[src/hdl/chunked_body_decoder_top_macros.svh]
// ----------------------------------------------------------------------------
// chunked_body_decoder_top_macros.svh
// Assertion shorthands for the chunked body decoder, sampled on clk_i and
// disabled while rst_ni is low.
// ----------------------------------------------------------------------------
`ifndef CHUNKED_BODY_DECODER_TOP_MACROS_SVH
`define CHUNKED_BODY_DECODER_TOP_MACROS_SVH

// Consequent must hold in the cycle after the antecedent.
`define CBD_ASSERT_NEXT(lbl, ante, cons) \
  lbl: assert property (@(posedge clk_i) disable iff (!rst_ni) (ante) |=> (cons)) \
    else $error("chunked body decoder: next-cycle check failed");

// Consequent must hold in the same cycle as the antecedent.
`define CBD_ASSERT_SAME(lbl, ante, cons) \
  lbl: assert property (@(posedge clk_i) disable iff (!rst_ni) (ante) |-> (cons)) \
    else $error("chunked body decoder: same-cycle check failed");

`endif

[src/hdl/cbd_pkg.sv]
`timescale 1ns / 1ps
// ----------------------------------------------------------------------------
// cbd_pkg
// Types, codes and the hex digit decoder of the chunked body decoder.
// ----------------------------------------------------------------------------
package cbd_pkg;

  localparam int unsigned SizeBitsDefault = 32;

  localparam logic [7:0] ChCr = 8'd13;
  localparam logic [7:0] ChLf = 8'd10;

  typedef enum logic [2:0] {
    PH_START   = 3'd0,
    PH_DIGITS  = 3'd1,
    PH_EXT     = 3'd2,
    PH_LF      = 3'd3,
    PH_DATA    = 3'd4,
    PH_POST_CR = 3'd5,
    PH_POST_LF = 3'd6,
    PH_HALT    = 3'd7
  } phase_e;

  typedef enum logic [2:0] {
    ST_FRAME   = 3'd0,
    ST_PAYLOAD = 3'd1,
    ST_DONE    = 3'd2,
    ST_ERROR   = 3'd3,
    ST_DROP    = 3'd4
  } status_e;

  typedef struct packed {
    logic [7:0] in_byte;
    logic       new_message;
  } item_t;

  typedef struct packed {
    logic [7:0] out_byte;
    status_e    status;
    logic       chunk_last;
  } result_t;

  typedef struct packed {
    logic       ok;
    logic [3:0] value;
  } hex_t;

  // Decode one ASCII hex digit; ok is low for any other byte.
  function automatic hex_t hex_decode(logic [7:0] c);
    hex_t h;
    h.ok    = 1'b1;
    h.value = 4'd0;
    if (c inside {[8'h30:8'h39]}) begin
      h.value = 4'(c - 8'h30);
    end else if (c inside {[8'h61:8'h66]}) begin
      h.value = 4'(c - 8'h57);
    end else if (c inside {[8'h41:8'h46]}) begin
      h.value = 4'(c - 8'h37);
    end else begin
      h.ok = 1'b0;
    end
    return h;
  endfunction

endpackage

[src/hdl/chunked_body_decoder_top.sv]
// A taken word is held in the input register, its result word in the output register.
// Throughput: one word per cycle when not stalled; phase and size counter update in one pass.
// Input and output registers form a two-word pipe: while a result word is stalled,
// one more input word is taken and held, and only then is upstream stalled.
// Reset (rst_ni low, async) empties both stages and returns the parser to the
// start of a size line, count zero.
`timescale 1ns / 1ps
`include "chunked_body_decoder_top_macros.svh"
// ----------------------------------------------------------------------------
// chunked_body_decoder_top
// Byte-serial HTTP chunked body decoder: size line, extension skip, payload
// pass-through with end-of-chunk flag, optional CR LF trailer, zero-size end.
// ----------------------------------------------------------------------------
module chunked_body_decoder_top #(
  parameter int unsigned SIZE_BITS = cbd_pkg::SizeBitsDefault
) (
  input  logic            clk_i,
  input  logic            rst_ni,
  input  logic            in_valid_i,
  output logic            in_stall_o,
  input  cbd_pkg::item_t  in_data_i,
  output logic            out_valid_o,
  input  logic            out_stall_i,
  output cbd_pkg::result_t out_data_o
);

  // Input stage.
  logic            in_vld_q;
  cbd_pkg::item_t  in_q;

  // Parser state.
  cbd_pkg::phase_e phase_q, phase_d;
  logic [SIZE_BITS-1:0] count_q, count_d;

  // Output stage.
  logic             out_vld_q;
  cbd_pkg::result_t out_q, res_d;

  // Working copies after an optional new_message restart.
  cbd_pkg::phase_e      phase_w;
  logic [SIZE_BITS-1:0] count_w;
  logic [SIZE_BITS-1:0] count_dec;
  cbd_pkg::hex_t        hex;

  logic advance;   // process the held word into the output register
  logic in_take;   // accept a word from upstream

  assign advance    = in_vld_q && (!out_vld_q || !out_stall_i);
  assign in_stall_o = in_vld_q && !advance;
  assign in_take    = in_valid_i && !in_stall_o;

  assign out_valid_o = out_vld_q;
  assign out_data_o  = out_q;

  // --------------------------------------------------------------------------
  // Decode: one step of the parser on the held word.
  // --------------------------------------------------------------------------
  always_comb begin
    phase_w   = in_q.new_message ? cbd_pkg::PH_START : phase_q;
    count_w   = in_q.new_message ? '0 : count_q;
    count_dec = count_w - SIZE_BITS'(1);
    hex       = cbd_pkg::hex_decode(in_q.in_byte);

    phase_d          = phase_w;
    count_d          = count_w;
    res_d.out_byte   = 8'd0;
    res_d.status     = cbd_pkg::ST_FRAME;
    res_d.chunk_last = 1'b0;

    case (phase_w)
      cbd_pkg::PH_START: begin
        if (hex.ok) begin
          count_d = SIZE_BITS'(hex.value);
          phase_d = cbd_pkg::PH_DIGITS;
        end else begin
          phase_d      = cbd_pkg::PH_HALT;
          res_d.status = cbd_pkg::ST_ERROR;
        end
      end
      cbd_pkg::PH_DIGITS: begin
        if (hex.ok) begin
          // Overflow when the top nibble is already in use.
          if (count_w[SIZE_BITS-1 -: 4] != 4'd0) begin
            phase_d      = cbd_pkg::PH_HALT;
            res_d.status = cbd_pkg::ST_ERROR;
          end else begin
            count_d = {count_w[SIZE_BITS-5:0], hex.value};
          end
        end else if (in_q.in_byte == cbd_pkg::ChCr) begin
          phase_d = cbd_pkg::PH_LF;
        end else begin
          phase_d = cbd_pkg::PH_EXT;
        end
      end
      cbd_pkg::PH_EXT: begin
        if (in_q.in_byte == cbd_pkg::ChCr) begin
          phase_d = cbd_pkg::PH_LF;
        end
      end
      cbd_pkg::PH_LF: begin
        if (in_q.in_byte == cbd_pkg::ChLf) begin
          if (count_w == '0) begin
            phase_d      = cbd_pkg::PH_HALT;
            res_d.status = cbd_pkg::ST_DONE;
          end else begin
            phase_d = cbd_pkg::PH_DATA;
          end
        end else if (in_q.in_byte != cbd_pkg::ChCr) begin
          phase_d = cbd_pkg::PH_EXT;
        end
      end
      cbd_pkg::PH_DATA: begin
        res_d.status   = cbd_pkg::ST_PAYLOAD;
        res_d.out_byte = in_q.in_byte;
        count_d        = count_dec;
        if (count_dec == '0) begin
          res_d.chunk_last = 1'b1;
          phase_d          = cbd_pkg::PH_POST_CR;
        end
      end
      cbd_pkg::PH_POST_CR: begin
        if (in_q.in_byte == cbd_pkg::ChCr) begin
          phase_d = cbd_pkg::PH_POST_LF;
        end else if (hex.ok) begin
          // No trailer: this byte opens the next size line.
          count_d = SIZE_BITS'(hex.value);
          phase_d = cbd_pkg::PH_DIGITS;
        end else begin
          phase_d      = cbd_pkg::PH_HALT;
          res_d.status = cbd_pkg::ST_ERROR;
        end
      end
      cbd_pkg::PH_POST_LF: begin
        if (in_q.in_byte == cbd_pkg::ChLf) begin
          phase_d = cbd_pkg::PH_START;
        end else begin
          phase_d      = cbd_pkg::PH_HALT;
          res_d.status = cbd_pkg::ST_ERROR;
        end
      end
      default: begin
        // Halted: drop everything until a new message.
        res_d.status = cbd_pkg::ST_DROP;
      end
    endcase
  end

  // --------------------------------------------------------------------------
  // Control registers.
  // --------------------------------------------------------------------------
  always_ff @(posedge clk_i or negedge rst_ni) begin
    if (!rst_ni) begin
      in_vld_q  <= 1'b0;
      out_vld_q <= 1'b0;
      phase_q   <= cbd_pkg::PH_START;
      count_q   <= '0;
    end else begin
      if (in_take) begin
        in_vld_q <= 1'b1;
      end else if (advance) begin
        in_vld_q <= 1'b0;
      end
      if (advance) begin
        out_vld_q <= 1'b1;
        phase_q   <= phase_d;
        count_q   <= count_d;
      end else if (!out_stall_i) begin
        out_vld_q <= 1'b0;
      end
    end
  end

  // Payload registers: input loads on take, output on advance; both hold otherwise.
  always_ff @(posedge clk_i) begin
    if (in_take) begin
      in_q <= in_data_i;
    end
    if (advance) begin
      out_q <= res_d;
    end
  end

  // --------------------------------------------------------------------------
  // Assertions.
  // --------------------------------------------------------------------------
  `CBD_ASSERT_NEXT(a_halt_after_end,
    advance && (res_d.status == cbd_pkg::ST_DONE || res_d.status == cbd_pkg::ST_ERROR),
    phase_q == cbd_pkg::PH_HALT)
  `CBD_ASSERT_NEXT(a_stay_in_data,
    advance && res_d.status == cbd_pkg::ST_PAYLOAD && !res_d.chunk_last,
    phase_q == cbd_pkg::PH_DATA && count_q != '0)
  `CBD_ASSERT_SAME(a_last_only_payload,
    out_vld_q && out_q.chunk_last,
    out_q.status == cbd_pkg::ST_PAYLOAD)
  `CBD_ASSERT_NEXT(a_held_word_kept,
    in_vld_q && !advance,
    in_vld_q && $stable(in_q))

endmodule
[config.mk]
export PLATFORM = sky130hd
export DESIGN_NAME = chunked_body_decoder_top
export DESIGN_NICKNAME = d
export VERILOG_FILES = /design/src/hdl/cbd_pkg.sv /design/src/hdl/chunked_body_decoder_top.sv
export VERILOG_INCLUDE_DIRS = /design/src /design/src/hdl
export SDC_FILE = /design/constraint.sdc
export NUM_CORES = 1
export LEC_CHECK = 0
export ABC_AREA = 0
export BUFFER_PORTS_ARGS = -buffer_cell sky130_fd_sc_hd__clkbuf_2
export CAP_MARGIN = 20
export CORE_MARGIN = 10
export CORE_UTILIZATION = 45
export DETAILED_ROUTE_END_ITERATION = 10
export PLACE_DENSITY_LB_ADDON = 0.05
export SLEW_MARGIN = 0
export SYNTH_ARGS = -nofsm -noshare
export SYNTH_HDL_FRONTEND = slang
export SYNTH_SLANG_ARGS = --single-unit
[constraint.sdc]
create_clock -name clk_i -period 8.7 [get_ports clk_i]
set_input_delay 0 -clock clk_i [delete_from_list [all_inputs] [get_ports clk_i]]
set_output_delay 0 -clock clk_i [all_outputs]
set_load 0.1 [all_outputs]
==> results of run 1 <==
==> final cells by class <==
class                      count  area, um^2  area share
multi-input combinational    422        2664      0.5279
clock inverter                 6       87.58     0.01736
inverter                      16       60.06     0.01190
tap                          133       166.4     0.03298
timing repair buffer          50       362.8     0.07191
clock buffer                  10       148.9     0.02951
sequential                    58        1556      0.3085
==> power by group through the flow <==
stage	logic, mW	registers, mW	clock network, mW
detailed placement	0.600	0.435	0
CTS	0.609	0.429	0.312
global placement	0.596	0.434	0
finish	0.621	0.434	0.308
floorplan	0.489	0.418	0
global route	0.678	0.441	0.324
==> worst max path at each step <==
stage,startpoint,endpoint,slack (ns),cells past startpoint
after floorplan,in_q[0]$_DFFE_PP_,phase_q[0]$_DFFE_PN0P_,5.73,14
after global placement,in_q[0]$_DFFE_PP_,phase_q[0]$_DFFE_PN0P_,5.37,11
after detailed placement,in_q[0]$_DFFE_PP_,phase_q[0]$_DFFE_PN0P_,5.19,11
after CTS,in_q[0]$_DFFE_PP_,phase_q[0]$_DFFE_PN0P_,5.16,11
after global routing,in_q[0]$_DFFE_PP_,phase_q[0]$_DFFE_PN0P_,4.84,11
final,in_q[0]$_DFFE_PP_,phase_q[0]$_DFFE_PN0P_,5.06,11
==> critical path, cell delays in order, from the launching register on <==
cell and delay [ns]:
edfxtp_1 0.33, buf_4 0.39, inv_1 0.17, nand2_1 0.13
ha_1 0.63, nor4b_1 0.42, nand4_1 0.35, nor3_1 0.31
xor2_1 0.20, and4b_1 0.22, and4b_4 0.20, o22a_1 0.17
==> through the flow <==
stage / utilization / setup WS (ns) / std cells / instance area [um^2] / hold slack, ns
floorplan: - / 5.726 / 543 / 4561 / -0.2956
global placement: 0.4738 / 5.367 / 665 / 4652 / 0.1775
detailed placement: 0.4738 / 5.186 / 665 / 4652 / 0.1786
CTS: 0.5111 / 5.165 / 694 / 5019 / 0.3433
global route: 0.5139 / 4.835 / 695 / 5046 / 0.2120
finish: 0.5139 / 5.063 / 695 / 5046 / 0.1781
==> sequential cells by signal, indices dropped and copies added, names as in the netlist <==
signal,cells
out_valid_o,1
phase_q,3
count_q,32
in_vld_q,1
in_q,9
out_data_o,12
==> cell families (layout without fill, tap and decap cells) <==
kind of cell    Yosys count  in the layout  synth area share
simple gates            214            214            0.2650
mux                       4              4          0.009876
flops                    58             58            0.3413
xor+xnor                 14             14           0.02688
compound gates          184            184            0.2648
buf+inv                  63             82           0.07572
fa+ha+maj                 6              6           0.01646
==> cells in the final DEF (no fill, tap or decap), types with 4 or more instances in the layout <==
master,synthesis,routed
a211oi_1,4,4
a21oi_1,53,53
a22oi_1,8,8
a31oi_1,8,8
a32oi_1,4,4
and2_1,12,12
buf_4,2,10
clkbuf_2,2,26
clkbuf_8,2,9
dfrtp_1,37,37
dlygate4sd3_1,0,13
edfxtp_1,21,21
ha_1,6,6
inv_1,16,16
nand2_1,65,65
nand2b_1,9,9
nand3_1,10,10
nand4_1,7,7
nor2_1,48,48
nor2b_1,6,6
nor3_1,14,13
nor4_1,6,6
nor4_4,5,5
o211ai_1,7,7
o21ai_0,38,38
o21ai_1,7,7
o22ai_1,12,12
o32a_1,4,4
xnor2_1,10,10
xor2_1,4,4
==> per-layer routing <==
layer / vias to the layer above / global-route usage / part of all wire
met5: - / 0 / 0
met4: 0 / 0.07541 / 0.024
met3: 32 / 0.05724 / 0.092
met2: 227 / 0.3112 / 0.44
met1: 2112 / 0.2801 / 0.44
li1: 2044 / - / -
==> results by group, run 1 <==
Setup path
  – Data arrival time of the worst path: 3.87 ns
  – Reg-to-reg setup timing slack: 5.06 ns
  – CP required: 8.94 ns
  – Reg2Reg Depth: 11
  – RR Startpoint: in_q[0]$_DFFE_PP_
  – Crit Path Class: reg2reg
  – Critical Path Start Type: register
  – Crit Path Max Fanout: 37
  – Worst setup EP type: register
  – RR Endpoint: phase_q[0]$_DFFE_PN0P_

Route
  – Detail Route Antenna Nets: 0
  – Drt first pass iters: 6
  – Iter 0 DRT Violations: 450
  – Average via count per standard cell: 6.353
  – Wire length per cell: 21.69 um
  – Vias: 4415
  – DR DRC count: 0
  – Wirelength, routed: 15.08 mm

Placement
  – Placer Congestion: 0.9113
  – Port bufs: 26
  – Post-DP HPWL: 9.555 mm

Timing
  – Clk_skew: 0.01360 ns
  – Worst rel slew slack: 0.3380
  – RSZ-0062 raised after global routing: no
  – Tcrit/Tclk final: 0.4180
  – Worst-margin pin slew: 0.9912 ns
  – Setup Viol. Count Final: 0
  – Final Hold Vio Count: 0
  – Setup TNS: 0 ns
  – Minimum clock period: 3.637 ns
  – Upper clock frequency limit: 0.2750 GHz
  – Final Max Slew Viols: 0

Logic synthesis
  – Synth area leader: dfrtp_1
  – Syn. warnings: 0
  – Post-Synthesis Cells: 543
  – Commonest cells in the netlist: nand2_1, a21oi_1, nor2_1, o21ai_0, dfrtp_1
  – Synth top area share: 0.2030
  – Post-Syn Nets: 562
  – Largest cells by area after synthesis: dfrtp_1, edfxtp_1, a21oi_1
  – Top_reg_cell synth: dfrtp_1
  – Distinct cells, synth: 81
  – Seq/Total Area, Yosys: 0.3413
  – Post-synth EDFFs: 21
  – Netlist Area Pre-Place: 0.004561 mm^2
  – Yosys reg bits: 58
  – Most common cell in the netlist: nand2_1
  – Synth async-reset ratio: 0.6379
  – Synthesized area per cell: 8.399 um^2

Run status
  – Status: finished clean

GRT
  – Vias in the first global route: 4271
  – Pin count of the biggest net entering global routing: 38
  – Total track usage: 0.2079
  – Gr ovfl total: 0
  – First-pass GRT wire length: 24.21 mm
  – Initial antenna violation count: 0

Job
  – Max-Cap Viols: 0

Clock tree
  – Clk sinks: 58
  – PostCTS Resize Cnt: 0
  – Max Buffers Root-to-Sink: 2
  – Htree depth: 3
  – CTS root buf: clkbuf_8
  – Setup bufs post-CTS: 0
  – Clock transition at path regs: 0.08 ns
  – CTS tree: yes
  – Post-CTS Hold Buffers: 13
  – Clk Latency, worst-skew pair: 0.36 ns
  – Num CTS Buffers: 9

Power
  – Clk pwr share: 0.226
  – Total power: 1.362 mW
  – Register share of total power: 0.318
  – Switching Share: 0.4571
  – NetSw: 622.7 uW
  – LEAKAGE: 1.922 nW
  – Power density over the cells: 270.0 mW/mm^2
  – Int Power: 739.6 uW
  – VDD IR max: 0.1008 mV
  – Combinational Power Share: 0.456

Floorplanning
  – Std cell rows: 36
  – Die area: 0.01456 mm^2
  – Die W: 120.7 um
  – CORE AREA: 0.009819 mm^2
  – Initial Util: 0.4644
  – Die height: 120.7 um
  – I/O pins: 27

Worst hold path
  – Min-delay worst type: in2async

Final layout
  – Share of cells above drive strength 1: 0.1477
  – Syn-to-layout area delta: 10.64%
  – Nets: 576
  – Ant diodes: 0
  – FILL cells: 979
Power figures use the tool's default switching activity.
==> run 2: changes to the inputs <==
--- a/config.mk
+++ b/config.mk
@@ -6,7 +6,7 @@
 export SDC_FILE = /design/constraint.sdc
 export NUM_CORES = 1
 export LEC_CHECK = 0
-export ABC_AREA = 0
+export ABC_AREA = 1
 export BUFFER_PORTS_ARGS = -buffer_cell sky130_fd_sc_hd__clkbuf_2
 export CAP_MARGIN = 20
 export CORE_MARGIN = 10
==> constraint.sdc (replaced) <==
create_clock -name clk_i -period 3.1 [get_ports clk_i]
set_input_delay 0 -clock clk_i [delete_from_list [all_inputs] [get_ports clk_i]]
set_output_delay 0 -clock clk_i [all_outputs]
set_load 0.1 [all_outputs]
==> run 2 against run 1 <==
  * Synthesized area up 7.6%
  * Sequential share of layout area decreased by 2.7 points
  * Via count increased by 24%
  * Register-to-register slack got worse by 4.8 ns
  * Sequential power rose to 3.2 times the previous value
  * Synthesized cell count up 40%
  * Critical path depth grew 2
  * Maximum frequency rose by 29%
  * Die area up 6.3%
  * Critical endpoint is now out_data_o[0]$_SDFFCE_PN0P_
  * Highest routed layer unchanged
==> results by group, run 2 <==
Clock tree
  – Clk sinks: 58
  – CTS root buf: clkbuf_8
  – Clock transition at path regs: 0.08 ns
  – Max Buffers Root-to-Sink: 2
  – Num CTS Buffers: 9
  – PostCTS Resize Cnt: 0
  – Post-CTS Hold Buffers: 12
  – Setup bufs post-CTS: 0
  – Htree depth: 3
  – CTS tree: yes
  – Clk Latency, worst-skew pair: 0.36 ns

Setup path
  – Critical Path Start Type: register
  – Reg-to-reg setup timing slack: 0.28 ns
  – Crit Path Class: reg2reg
  – CP required: 3.29 ns
  – RR Startpoint: in_q[0]$_DFFE_PP_
  – Worst setup EP type: register
  – Reg2Reg Depth: 13
  – Crit Path Max Fanout: 28
  – RR Endpoint: out_data_o[0]$_SDFFCE_PN0P_
  – Data arrival time of the worst path: 3.01 ns

Floorplanning
  – Std cell rows: 38
  – Die area: 0.01548 mm^2
  – I/O pins: 27
  – Die W: 124.4 um
  – Initial Util: 0.4566
  – CORE AREA: 0.01075 mm^2
  – Die height: 124.4 um

Timing
  – Minimum clock period: 2.824 ns
  – Final Max Slew Viols: 0
  – Final Hold Vio Count: 0
  – Setup Viol. Count Final: 0
  – Setup TNS: 0 ns
  – Upper clock frequency limit: 0.3541 GHz
  – Worst rel slew slack: 0.4112
  – RSZ-0062 raised after global routing: no
  – Hold WS: 0.01294 ns
  – Clk_skew: 0.008677 ns
  – Worst-margin pin slew: 0.8778 ns
  – Tcrit/Tclk final: 0.9110

Final layout
  – Ant diodes: 0
  – Nets: 814
  – Syn-to-layout area delta: 12.57%
  – Largest register FFs: 32
  – Commonest non-fill, non-tap cell in the layout: nand2_1
  – Most flop-heavy register: count_q
  – Most frequent cells in the layout: nand2_1, inv_1, nor2_1
  – Share of cells above drive strength 1: 0.1213

GRT
  – Total track usage: 0.2244
  – Vias in the first global route: 5112
  – Gr ovfl total: 0
  – Initial antenna violation count: 0
  – First-pass GRT wire length: 28.13 mm
  – Pin count of the biggest net entering global routing: 38

Power
  – VDD IR max: 0.5331 mV
  – LEAKAGE: 2.663 nW
  – Power density over the cells: 850.0 mW/mm^2

Logic synthesis
  – Adder-cell share of the synthesized area: 0.01530
  – Netlist Area Pre-Place: 0.004906 mm^2
  – Synth area leader: dfrtp_1
  – Distinct cells, synth: 36
  – Seq/Total Area, Yosys: 0.3173
  – Commonest cells in the netlist: nand2_1, inv_1, nor2_1, nand3_1, o21ai_0
  – Syn. warnings: 0
  – Most common cell in the netlist: nand2_1
  – Synthesized area per cell: 6.472 um^2
  – Post-Synthesis Cells: 758
  – Largest family of logic cells by synthesized area: simple AND/OR/NAND/NOR gates
  – Top_reg_cell synth: dfrtp_1
  – Post-Syn Nets: 777
  – Yosys reg bits: 58
  – Synth top area share: 0.1887
  – Mux contribution to synthesized area: 0
  – Compound-Gate Fraction of Synth Area: 0.1821
  – Simple-gate share of the synthesized area: 0.3695
  – Synth async-reset ratio: 0.6379
  – Synth Area in XOR/XNOR: 0.01071
  – Largest cells by area after synthesis: dfrtp_1, nand2_1, edfxtp_1
  – Post-synth EDFFs: 21

Placement
  – Post-DP HPWL: 13.27 mm
  – Port bufs: 26
  – Placer Congestion: 0.9897

Run status
  – Status: finished clean

Route
  – Wirelength, routed: 17.99 mm
  – Iter 0 DRT Violations: 565
  – Average via count per standard cell: 5.817
  – DR DRC count: 0
  – Wire length per cell: 19.14 um
  – Vias: 5468
  – Detail Route Antenna Nets: 0
  – Drt first pass iters: 6

Job
  – Max-Cap Viols: 0

Worst hold path
  – Min-delay worst type: in2async
==> run 2: cell count changes after synthesis, moves of 13 or more <==
cell      previous run  this run
nand3_1             10        56
nand2_2              1        14
clkbuf_1            22         8
o211ai_1             7        31
a21oi_1             53        24
nand2_1             65       220
inv_1               16        98
nor2_1              48        83
==> run 2: per-stage QoR <==
step	utilization	total power, mW	setup slack [ns]	std cells	cell area, um^2
6_report	0.5140	4.695	0.2759	940	5523
5_1_grt	0.5140	5.028	0.1762	940	5523
4_1_cts	0.5121	4.647	0.3331	939	5503
3_5_place_dp	0.4829	3.893	0.3423	911	5189
3_3_place_gp	0.4829	3.912	0.3997	911	5189
2_1_floorplan	-	3.152	0.6523	758	4906
==> run 2: cell type report <==
cell class | count | area (um^2)
fillers | 1137 | 5223
multi-input cells | 571 | 2834
flip-flops and latches | 58 | 1556
inverters | 104 | 390.4
repair buffers | 51 | 372.9
well taps | 140 | 175.2
clock buffers | 9 | 123.9
clock inverters | 7 | 70.07
==> run 2: cell families after synthesis <==
family / after synthesis
and+or+nand+nor: 418
buffers and inverters: 129
AOI/OAI and AO/OA: 141
xor gates and xnor gates: 6
adders and majority gates: 6
DFF: 58
==> run 2: worst max-delay path: stages (launching register included) <==
cell and delay (ns):
edfxtp_1 0.44, inv_2 0.13, buf_12 0.19, nand2_1 0.12
nand2_1 0.06, nor2_1 0.27, nand3_1 0.40, nor2_1 0.19
nand2_1 0.08, nand2_1 0.12, nand2_1 0.08, nor3_1 0.21
nand3_1 0.16, nor3_2 0.19
==> run 2: worst max-delay path by stage <==
stage	from	end	cells after the start
floorplan	out_valid_o$_DFFE_PN0P_	in_stall_o	2
global placement	in_q[0]$_DFFE_PP_	out_data_o[0]$_SDFFCE_PN0P_	13
detailed placement	in_q[0]$_DFFE_PP_	out_data_o[0]$_SDFFCE_PN0P_	13
CTS	in_q[0]$_DFFE_PP_	out_data_o[0]$_SDFFCE_PN0P_	13
global route	in_q[0]$_DFFE_PP_	out_data_o[0]$_SDFFCE_PN0P_	13
finish	in_q[0]$_DFFE_PP_	out_data_o[0]$_SDFFCE_PN0P_	13
==> run 2: routing by layer <==
metal	routed length, um	vias to the layer above	track usage	part of all wire
met3	1397	43	0.04511	0.078
li1	-	2603	-	-
met5	0	-	0	0
met2	7970	268	0.3431	0.44
met1	8052	2554	0.2996	0.45
met4	568	0	0.09596	0.032
==> run 2: power by group <==
group          switching, mW  internal, mW
Sequential             0.321          1.08
Combinational           1.86         0.708
Clock                  0.362         0.368
==> run 3: changes to the inputs <==
--- a/config.mk
+++ b/config.mk
@@ -6,13 +6,14 @@
 export SDC_FILE = /design/constraint.sdc
 export NUM_CORES = 1
 export LEC_CHECK = 0
-export ABC_AREA = 1
+export ABC_CLOCK_PERIOD_IN_PS = 3100
 export BUFFER_PORTS_ARGS = -buffer_cell sky130_fd_sc_hd__clkbuf_2
 export CAP_MARGIN = 20
 export CORE_MARGIN = 10
 export CORE_UTILIZATION = 45
 export DETAILED_ROUTE_END_ITERATION = 10
 export PLACE_DENSITY_LB_ADDON = 0.05
+export SETUP_SLACK_MARGIN = 0.2
 export SLEW_MARGIN = 0
 export SYNTH_ARGS = -nofsm -noshare
 export SYNTH_HDL_FRONTEND = slang
==> run 3 against run 2 <==
  * Non-clock buffer count rose by 10
  * Die area fell by 5.9%
  * Final area fell by 7.2%
  * Total power fell by 20%
  * Maximum frequency rose by 4.0%
  * Utilization rose by 0.81 points
  * Critical path depth fell by 5
  * Global-route usage fell by 1.7 points
  * Clock-buffer cell count rose by 2
  * Worst setup slack improved by 0.11 ns
  * Sequential power fell by 14%
  * First-iteration DRC count fell by 4.2%
  * Critical endpoint is now count_q[22]$_DFFE_PN0P_
  * Highest routed layer unchanged
==> results by group, run 3 (synthesis gave the netlist of run 1 again) <==
Run status
  – Status: finished clean

Setup path
  – Crit Path Class: reg2reg
  – Reg2Reg Depth: 8
  – Worst setup EP type: register
  – RR Startpoint: in_q[2]$_DFFE_PP_
  – CP required: 3.36 ns
  – Reg-to-reg setup timing slack: 0.38 ns
  – RR Endpoint: count_q[22]$_DFFE_PN0P_
  – Crit Path Max Fanout: 12
  – Critical Path Start Type: register
  – Data arrival time of the worst path: 2.97 ns

Placement
  – Dpl cells: 676
  – Place WS: 0.3596 ns
  – Post-DP HPWL: 10.09 mm
  – Placer Congestion: 0.9189
  – Port bufs: 26
  – Placed Area: 0.004753 mm^2

GRT
  – Total track usage: 0.2072
  – Initial antenna violation count: 0
  – Pin count of the biggest net entering global routing: 38
  – Vias in the first global route: 4218
  – Gr ovfl total: 0
  – First-pass GRT wire length: 24.00 mm

Floorplanning
  – CORE AREA: 0.009819 mm^2
  – Die area: 0.01456 mm^2
  – I/O pins: 27
  – Die W: 120.7 um
  – Std cell rows: 36
  – Initial Util: 0.4644
  – Die height: 120.7 um

Final layout
  – Most frequent cells in the layout: nand2_1, a21oi_1, nor2_1
  – Ant diodes: 0
  – Syn-to-layout area delta: 12.40%
  – Final Util: 0.5220
  – Design Area, Final: 0.005126 mm^2
  – Most flop-heavy register: count_q
  – Nets: 587
  – Commonest non-fill, non-tap cell in the layout: nand2_1
  – Non-filler cells, final: 706
  – Share of cells above drive strength 1: 0.1693
  – Largest register FFs: 32

Timing
  – Final Max Slew Viols: 0
  – Worst rel slew slack: 0.5655
  – Clk_skew: 0.01024 ns
  – Worst setup margin: 0.3836 ns
  – Hold WS: 0.03394 ns
  – Worst-margin pin slew: 0.6517 ns
  – Tcrit/Tclk final: 0.8763
  – Setup TNS: 0 ns
  – Minimum clock period: 2.716 ns
  – Setup Viol. Count Final: 0
  – Final Hold Vio Count: 0
  – Upper clock frequency limit: 0.3681 GHz
  – RSZ-0062 raised after global routing: no

Clock tree
  – CTS tree: yes
  – Clk Latency, worst-skew pair: 0.37 ns
  – Clock transition at path regs: 0.08 ns
  – Max Buffers Root-to-Sink: 2
  – Num CTS Buffers: 9
  – CTS root buf: clkbuf_8
  – Htree depth: 3
  – Setup bufs post-CTS: 0
  – Clk sinks: 58

Power
  – Power density over the cells: 735.8 mW/mm^2
  – LEAKAGE: 1.967 nW
  – VDD IR max: 0.3139 mV
  – Total power: 3.772 mW

Route
  – Iter 0 DRT Violations: 541
  – Top routing layer in use: met4
  – Wire length per cell: 21.20 um
  – Metal2 WL: 6.508 mm
  – DR DRC count: 0
  – Wire length on met1: 6.813 mm
  – Wirelength, routed: 14.97 mm
  – Met3 wire len: 1.355 mm
  – Average via count per standard cell: 6.272
  – Vias: 4428
  – Drt first pass iters: 5
  – Detail Route Antenna Nets: 0

Job
  – Max-Cap Viols: 0

Worst hold path
  – Min-delay worst type: in2async
## run 3: changes by cell type in the layout (fill, tap and decap cells not counted), sizes merged, moves of 9 or more
| cell | before | now |
|---|---|---|
| nand2 | 234 | 66 |
| inv | 103 | 17 |
| nand3 | 59 | 10 |
| nor2 | 97 | 50 |
| a21oi | 24 | 54 |
| o211ai | 31 | 7 |
| and2 | 0 | 12 |
| nor4 | 3 | 13 |
| o22ai | 2 | 12 |
| xnor2 | 0 | 10 |
| buf | 13 | 22 |
| nand2b | 0 | 9 |
| o21ai | 54 | 45 |
## run 3: worst max-delay path by stage
stage | startpoint | endpoint | slack [ns] | cells past startpoint
floorplan | in_q[0]$_DFFE_PP_ | phase_q[0]$_DFFE_PN0P_ | 0.22 | 14
global placement | in_q[2]$_DFFE_PP_ | count_q[30]$_DFFE_PN0P_ | 0.45 | 9
detailed placement | in_q[2]$_DFFE_PP_ | count_q[30]$_DFFE_PN0P_ | 0.36 | 9
CTS | in_q[2]$_DFFE_PP_ | count_q[30]$_DFFE_PN0P_ | 0.35 | 9
global route | in_q[2]$_DFFE_PP_ | count_q[23]$_DFFE_PN0P_ | 0.23 | 9
finish | in_q[2]$_DFFE_PP_ | count_q[22]$_DFFE_PN0P_ | 0.38 | 8
## run 3: layout make-up
type / instances / area [um^2]
Clock inverter: 5 / 42.54
Sequential cell: 58 / 1556
Multi-Input combinational cell: 422 / 2676
Inverter: 16 / 60.06
Tap cell: 133 / 166.4
Clock buffer: 11 / 173.9
Fill cell: 956 / 4693
Timing Repair Buffer: 61 / 450.4
## run 3: critical path: stages, from the launching register on
cell	delay, ns
edfxtp_1	0.49
inv_1	0.15
ha_1	0.28
o21bai_4	0.11
a2111o_1	0.48
a22o_1	0.46
a21oi_1	0.22
a211oi_1	0.07
o32a_1	0.35
## run 3: what timing repair did
action | CTS | global route
hold buffers | 13 | 0
hold endpoints to repair | 48 | 0
gates resized for setup | 0 | 2
setup endpoints to repair | 0 | 5
## run 3: layer usage
layer | track usage | vias up
met2 | 0.3061 | 229
met4 | 0.07014 | 0
li1 | - | 2057
met1 | 0.2906 | 2116
met5 | 0 | -
met3 | 0.04653 | 26
## run 3: power by group
| part | switching, mW | internal [mW] |
|---|---|---|
| logic | 1.10 | 0.689 |
| clock network | 0.378 | 0.394 |
| registers | 0.283 | 0.927 |
